<file path="src/hw/rtl/eac_pkg.sv">
// Shared constants, types and the arctangent table of the Euler angle to axes block.
package eac_pkg;

  localparam int ANGLE_W = 17;
  localparam int AXIS_W  = 16;
  localparam int Z_W     = 32;
  localparam int TABLE_LEN = 24;

  localparam logic signed [ANGLE_W-1:0] FULL_TURN    = 17'sd46080;
  localparam logic signed [ANGLE_W-1:0] HALF_TURN    = 17'sd23040;
  localparam logic signed [ANGLE_W-1:0] QUARTER_TURN = 17'sd11520;

  localparam longint GAIN_Q30 = 64'sd652032874;
  localparam int     OUT_ONE  = 16384;

  typedef logic signed [ANGLE_W-1:0] angle_t;
  typedef logic signed [AXIS_W-1:0]  axis_t;
  typedef logic signed [Z_W-1:0]     zang_t;

  // Arctangent of 2^-i in units of 2^-23 degree.
  function automatic zang_t atan_deg23(input int i);
    zang_t r;
    case (i)
      0:  r = 32'sd377487360;
      1:  r = 32'sd222843801;
      2:  r = 32'sd117744544;
      3:  r = 32'sd59768969;
      4:  r = 32'sd30000467;
      5:  r = 32'sd15014858;
      6:  r = 32'sd7509261;
      7:  r = 32'sd3754860;
      8:  r = 32'sd1877459;
      9:  r = 32'sd938733;
      10: r = 32'sd469367;
      11: r = 32'sd234683;
      12: r = 32'sd117342;
      13: r = 32'sd58671;
      14: r = 32'sd29335;
      15: r = 32'sd14668;
      16: r = 32'sd7334;
      17: r = 32'sd3667;
      18: r = 32'sd1833;
      19: r = 32'sd917;
      20: r = 32'sd458;
      21: r = 32'sd229;
      22: r = 32'sd115;
      23: r = 32'sd57;
      default: r = '0;
    endcase
    return r;
  endfunction

endpackage

</file>
<file path="src/hw/rtl/eac_sincos.sv">
// Pipelined angle reduction and CORDIC producing sine and cosine of one angle.
module eac_sincos #(
  parameter int TRIG_ITERATIONS = 16,
  parameter int FRACTION_BITS   = 14
) (
  input  logic                        clk,
  input  logic                        en,
  input  eac_pkg::angle_t             angle,
  output logic signed [FRACTION_BITS+1:0] sin_q,
  output logic signed [FRACTION_BITS+1:0] cos_q
);
  import eac_pkg::*;

  localparam int XW = FRACTION_BITS + 3;
  localparam int KSH = 30 - FRACTION_BITS;
  localparam longint KHALF = (64'sd1 << KSH) >>> 1;
  localparam longint KVAL = (GAIN_Q30 + KHALF) >>> KSH;
  localparam logic signed [XW-1:0] ONE = XW'(64'sd1 <<< FRACTION_BITS);

  angle_t wrapped;
  angle_t folded;
  logic   fold_neg;

  // Wrap into [-180, 180) then fold into [-90, 90].
  always_comb begin
    wrapped = angle;
    if (angle >= HALF_TURN) begin
      wrapped = angle - FULL_TURN;
    end else if (angle < -HALF_TURN) begin
      wrapped = angle + FULL_TURN;
    end
    folded   = wrapped;
    fold_neg = 1'b0;
    if (wrapped > QUARTER_TURN) begin
      folded   = wrapped - HALF_TURN;
      fold_neg = 1'b1;
    end else if (wrapped < -QUARTER_TURN) begin
      folded   = wrapped + HALF_TURN;
      fold_neg = 1'b1;
    end
  end

  logic signed [XW-1:0] x [0:TRIG_ITERATIONS];
  logic signed [XW-1:0] y [0:TRIG_ITERATIONS];
  zang_t                z [0:TRIG_ITERATIONS];
  logic                 neg [0:TRIG_ITERATIONS];

  assign x[0] = XW'(KVAL);
  assign y[0] = '0;

  always_ff @(posedge clk) begin
    if (en) begin
      z[0]   <= Z_W'(folded) <<< 16;
      neg[0] <= fold_neg;
    end
  end

  for (genvar i = 0; i < TRIG_ITERATIONS; i++) begin : g_iter
    always_ff @(posedge clk) begin
      if (en) begin
        neg[i+1] <= neg[i];
        if (!z[i][Z_W-1]) begin
          x[i+1] <= x[i] - (y[i] >>> i);
          y[i+1] <= y[i] + (x[i] >>> i);
          z[i+1] <= z[i] - atan_deg23(i);
        end else begin
          x[i+1] <= x[i] + (y[i] >>> i);
          y[i+1] <= y[i] - (x[i] >>> i);
          z[i+1] <= z[i] + atan_deg23(i);
        end
      end
    end
  end

  logic signed [XW-1:0] xc, yc;

  always_comb begin
    xc = x[TRIG_ITERATIONS];
    yc = y[TRIG_ITERATIONS];
    if (xc > ONE)  xc = ONE;
    if (xc < -ONE) xc = -ONE;
    if (yc > ONE)  yc = ONE;
    if (yc < -ONE) yc = -ONE;
    if (neg[TRIG_ITERATIONS]) begin
      xc = -xc;
      yc = -yc;
    end
  end

  always_ff @(posedge clk) begin
    if (en) begin
      sin_q <= yc[XW-2:0];
      cos_q <= xc[XW-2:0];
    end
  end

endmodule

</file>
<file path="config.mk">
export PLATFORM = sky130hd
export DESIGN_NAME = eac_sincos
export DESIGN_NICKNAME = d
export VERILOG_FILES = /design/src/hw/rtl/eac_pkg.sv /design/src/hw/rtl/eac_sincos.sv
export SDC_FILE = /design/constraint.sdc
export NUM_CORES = 2
export LEC_CHECK = 0
export ABC_CLOCK_PERIOD_IN_PS = 11000
export BUFFER_PORTS_ARGS = -buffer_cell sky130_fd_sc_hd__buf_4
export CORE_ASPECT_RATIO = 0.9
export CORE_MARGIN = 5
export CORE_UTILIZATION = 43
export DETAILED_ROUTE_END_ITERATION = 8
export HOLD_SLACK_MARGIN = 0.08
export MAX_ROUTING_LAYER = met4
export PLACE_DENSITY = 0.57
export SETUP_SLACK_MARGIN = 0.1
export SYNTH_ARGS = -nofsm -noshare
export SYNTH_HDL_FRONTEND = slang
export SYNTH_SLANG_ARGS = --single-unit
</file>
<file path="constraint.sdc">
create_clock -name clk -period 11 [get_ports clk]
set_input_delay 0 -clock clk [delete_from_list [all_inputs] [get_ports clk]]
set_output_delay 0 -clock clk [all_outputs]
set_load 0.1 [all_outputs]
</file>
Word-level counts from Yosys, hierarchy flattened:

Memories as Yosys holds them, arrays and structs flattened.
Cells that the tools add are included.

* add/subtract/negate cells: 98
* $lt $le $gt $ge: 8
* multiplexer cells: 157
* bitwise gates (word level): 16

Operators with widths (number)
* $mux W17: 35
* $mux W32: 16
* $mux W1: 100
* $mux W16: 6
* $lt A17 B15 Y1 const B: 3
* $add A17 B10 Y17: 2
* $add A17 B11 Y17: 2
* $add A17 B12 Y17: 2
* $add A17 B13 Y17: 2
* $add A17 B14 Y17: 2
* $add A17 B15 Y17: 2
* $add A17 B2 Y17: 2
* $add A17 B3 Y17: 2
* $add A17 B4 Y17: 2
* $add A17 B5 Y17: 2
* $add A17 B6 Y17: 2
* $add A17 B7 Y17: 2
* $add A17 B8 Y17: 2
* $add A17 B9 Y17: 2
* $gt A17 B16 Y1 const B: 2
* $sub A17 B10 Y17: 2
* $sub A17 B11 Y17: 2
* $sub A17 B12 Y17: 2
* $sub A17 B13 Y17: 2
* other kinds (55): 81

* register bits: 559
* bits in writable memories: 561
* input port bits: 19
* output and inout port bits: 32
* word-level logic and storage cells: 314
* memories kept: 2

Memory list
* z: words 17, bits a word 32, read ports 16, clocked after memory_dff 0, wr ports 17, RTL line eac_sincos.sv:45 `zang_t z [0:TRIG_ITERATIONS];`
* neg: words 17, bits a word 1, read ports 17, clocked after memory_dff 0, wr ports 17, RTL line eac_sincos.sv:46 `logic neg [0:TRIG_ITERATIONS];`

Logic depth before layout (Yosys ltp):

* word-level depth: 6
* mapped depth: 18
* gate-level depth less buffers: 17

Worst setup path before layout:

OpenSTA, ideal clock, no wires.

* kind: reg2reg
* start: mem z[2][31] (netlist bit)
* end: mem z[3][30] (netlist bit), data pin
* setup time: 0.258 ns
* data arrival time: 4.284 ns
* data required time: 10.742 ns
* slack: 6.458 ns
* stages on the path, launching flop included: 17
* buffers on the path: 4
* clock period less this slack: 4.542 ns
* path through: edfxtp_1 -> clkbuf_1 -> clkbuf_1 -> buf_1 -> nand2_1 -> ha_1 -> clkbuf_1 -> nor2b_1 -> a211oi_1 -> nor2_1 -> a211oi_1 -> o21ai_1 -> a21o_1 -> a21o_1 -> a311o_1 -> a21oi_1 -> xnor2_1

RTL lines (RTL line)
* start: declaration: eac_sincos.sv:45

==> impl_metrics.csv <==
group,metric,value,unit
synth,ys_warn_count,0,
synth,synth_area_leaders,"edfxtp_1, ha_1, xnor2_1, a21oi_1, xor2_1",
clock_network,cts_setup_buffers,0,
flow_run,cap_viol_max_count,0,
worst_setup_path,worst_setup_path_start_kind,"flop",
timing,skew,50.0,ps
clock_network,clock_latency,750,ps
layout,final_cells,9743,
clock_network,clkSinkCount,973,
timing,setup_viol,0,
clock_network,numCtsBuffers,115,
clock_network,clk_pin_slew_worst_paths,60,ps
timing,fin_crit,5400,ps
synth,synth.top_cell.area_share,0.396,
timing,fin_setup_tns,0,ps
route,vias,52620,
placement,dpl.cell_count,9501,
worst_setup_path,cp-end-kind,"flop",
layout,post-route-util,0.476,
die,fp-row-count,144,
layout,fin_nets,8386,
die,initial_core_util,0.432,
die,ios,51,
synth,synth_compound_area_frac,0.166,
clock_network,cts_tree,"yes",
global_route,grt_pass1_vias,52035,
route,antenna_left,0,
worst_setup_path,worst_r2r_path_depth,13,
clock_network,cts_buffer_depth,3,
worst_setup_path,crit_path_max_fanout,32,
synth,synth-main-ff-cell,"edfxtp_1",
synth,ys_seq_area_frac,0.396,
die,die_h,403,um
worst_setup_path,cp.required,11510,ps
worst_setup_path,path_cells,"nand2_1 > inv_1 > ha_1 > a21oi_1 > or3b_2 > a41oi_1 > o31ai_1 > nor4_1 > o21ai_1 > o41ai_1 > o21bai_1 > a21oi_1 > xnor2_1",
timing,min_period_over_period,0.491,
worst_setup_path,critPathKind,"flop to flop",
synth,yosys.area_share.xor_xnor,0.109,
timing,postLayoutSetupSlackWorst,5600,ps
layout,drive_above_1_share,0.0441,
synth,yosys.area_share.simple,0.125,
global_route,antenna_found_initial,0,
min_path,holdPathStages,6,
timing,hold_viol_final,0,
global_route,overflow,0,
worst_setup_path,critPathBufInv,1,
placement,hpwl,116000,um
die,die-area,180000,um2
worst_setup_path,slowest_stage,"edfxtp_1",
timing,relSlewSlack,0.245,
outcome,status,"finished clean",
synth,synth_fa_ha_area_frac,0.171,
route,wirelength,151000,um
global_route,track_usage,0.171,
placement,gp_congestion,0.850,
timing,rsz0062_at_grt,"false",
timing,worstMarginPinSlew,1130,ps
synth,yosys-mux-area-fraction,0.00701,
timing,drv_slew,0,
layout,fill_cells,15684,
clock_network,h-tree-depth,3,
synth,synth.avg_cell_area,10.2,um2
worst_setup_path,slowest_delay,1040,ps
min_path,min_path_type,"primary input to flop",
worst_setup_path,crit_family,"compound AO/OA/AOI/OAI gates",
die,core_area,171000,um2
placement,port_buffers,50,
layout,antenna_cells,0,
route,wl_per_cell,15.5,um
worst_setup_path,cp.arrival,5900,ps
route,drt-initial-drc-count,2726,
clock_network,cts_root_buffer,"clkbuf_16",
global_route,grt_max_degree,170,
die,die_width,447,um
placement,pre_cts_ws,5570,ps
synth,synth_top_area_cell,"edfxtp_1",
timing,max_freq,185,MHz
route,via_per_inst,5.40,
synth,syn_area,73700,um2
worst_setup_path,path_depth,13,
synth,syn-num-nets,8247,
synth,ys_seq_elements,973,
route,drc,0,
synth,synthArstFlopShare,0,
route,first_pass_iters,6,
worst_setup_path,cpMostUsedCell,"a21oi_1",
synth,synth_top_family_by_area,"adder cells",
global_route,grt_first_pass_wirelength,253000,um
synth,syn_inst,7247,
synth,yosysUniqueCellTypes,90,
synth,synth_edf_count,973,
clock_network,ctsResizeCount,0,
layout,syn2layout_area_growth,10.2,%
clock_network,postCtsHoldBufs,31,
## metrics by stage
stage / hold slack [ps] / instance area (um2)
floorplan: 98.9 / 73700
global placement: 201 / 76900
detailed placement: 202 / 76900
CTS: 126 / 81200
global route: 221 / 81200
finish: 206 / 81200
## worst min-delay path: stages
cell	delay [ps]
buf_4	150
inv_1	140
xnor2_1	210
nand2_1	120
a2bb2oi_1	80
xnor2_1	130
## cell usage after synthesis (all sizes together), types with 170 or more instances
cell type,n
nand2,384
nand3,170
inv,424
edfxtp,973
a21oi,642
o21ai,341
ha,935
nor3,189
xor2,262
nor2,595
xnor2,650
a21o,216
## state kept, by name (all words and copies together), names as in the netlist
register / cells
z: 421
cos_q: 16
x: 250
neg: 17
sin_q: 16
y: 253
## kinds of logic (layout without fill, tap and decap cells)
group	after synthesis	count (layout)
xor+xnor	914	914
simple gates	1909	1909
flops	973	973
buf+inv	520	753
mux	49	49
fa+ha+maj	981	981
compound gates	1900	1900
other cells	1	1
## final timing paths
path	end	startpoint	slack, ps
setup / recovery	z[6][30]	z[5][31]	5600
hold / removal	z[0][27]	angle[10]	210
setup reg to reg	z[6][30]	z[5][31]	5600
hold reg to reg	neg[4][1]	neg[4][0]	420
## routing by layer
metal  global-route usage  share of wire
met4               0.0457          0.027
met1                0.208           0.45
met5                    -              0
met2                0.299           0.49
met3               0.0217          0.028
## cell type report
type                       count  area (um2)  area share
multi-input combinational   5754       42600       0.524
sequential                   973       29200       0.360
clock buffer                 127        2920      0.0360
tap                         2263        2830      0.0349
inverter                     427        1600      0.0197
clock inverter                84        1110      0.0137
timing repair buffer         115         986      0.0121
## placed cells by master (no fill, tap or decap), types with 80 or more instances in the layout
cell type,netlist,routed
edfxtp_1,973,973
ha_1,935,935
xnor2_1,650,650
a21oi_1,642,642
nor2_1,595,595
inv_1,424,424
nand2_1,384,384
o21ai_0,322,322
xor2_1,262,262
a21o_1,216,216
nor3_1,189,189
nand3_1,170,170
o21bai_1,118,118
clkbuf_16,0,115
nand2b_1,96,96
nor2b_1,93,93
buf_4,0,80
Power is not shown: default switching activity piles up to over one toggle a cycle in this logic, so the estimate is an artifact.
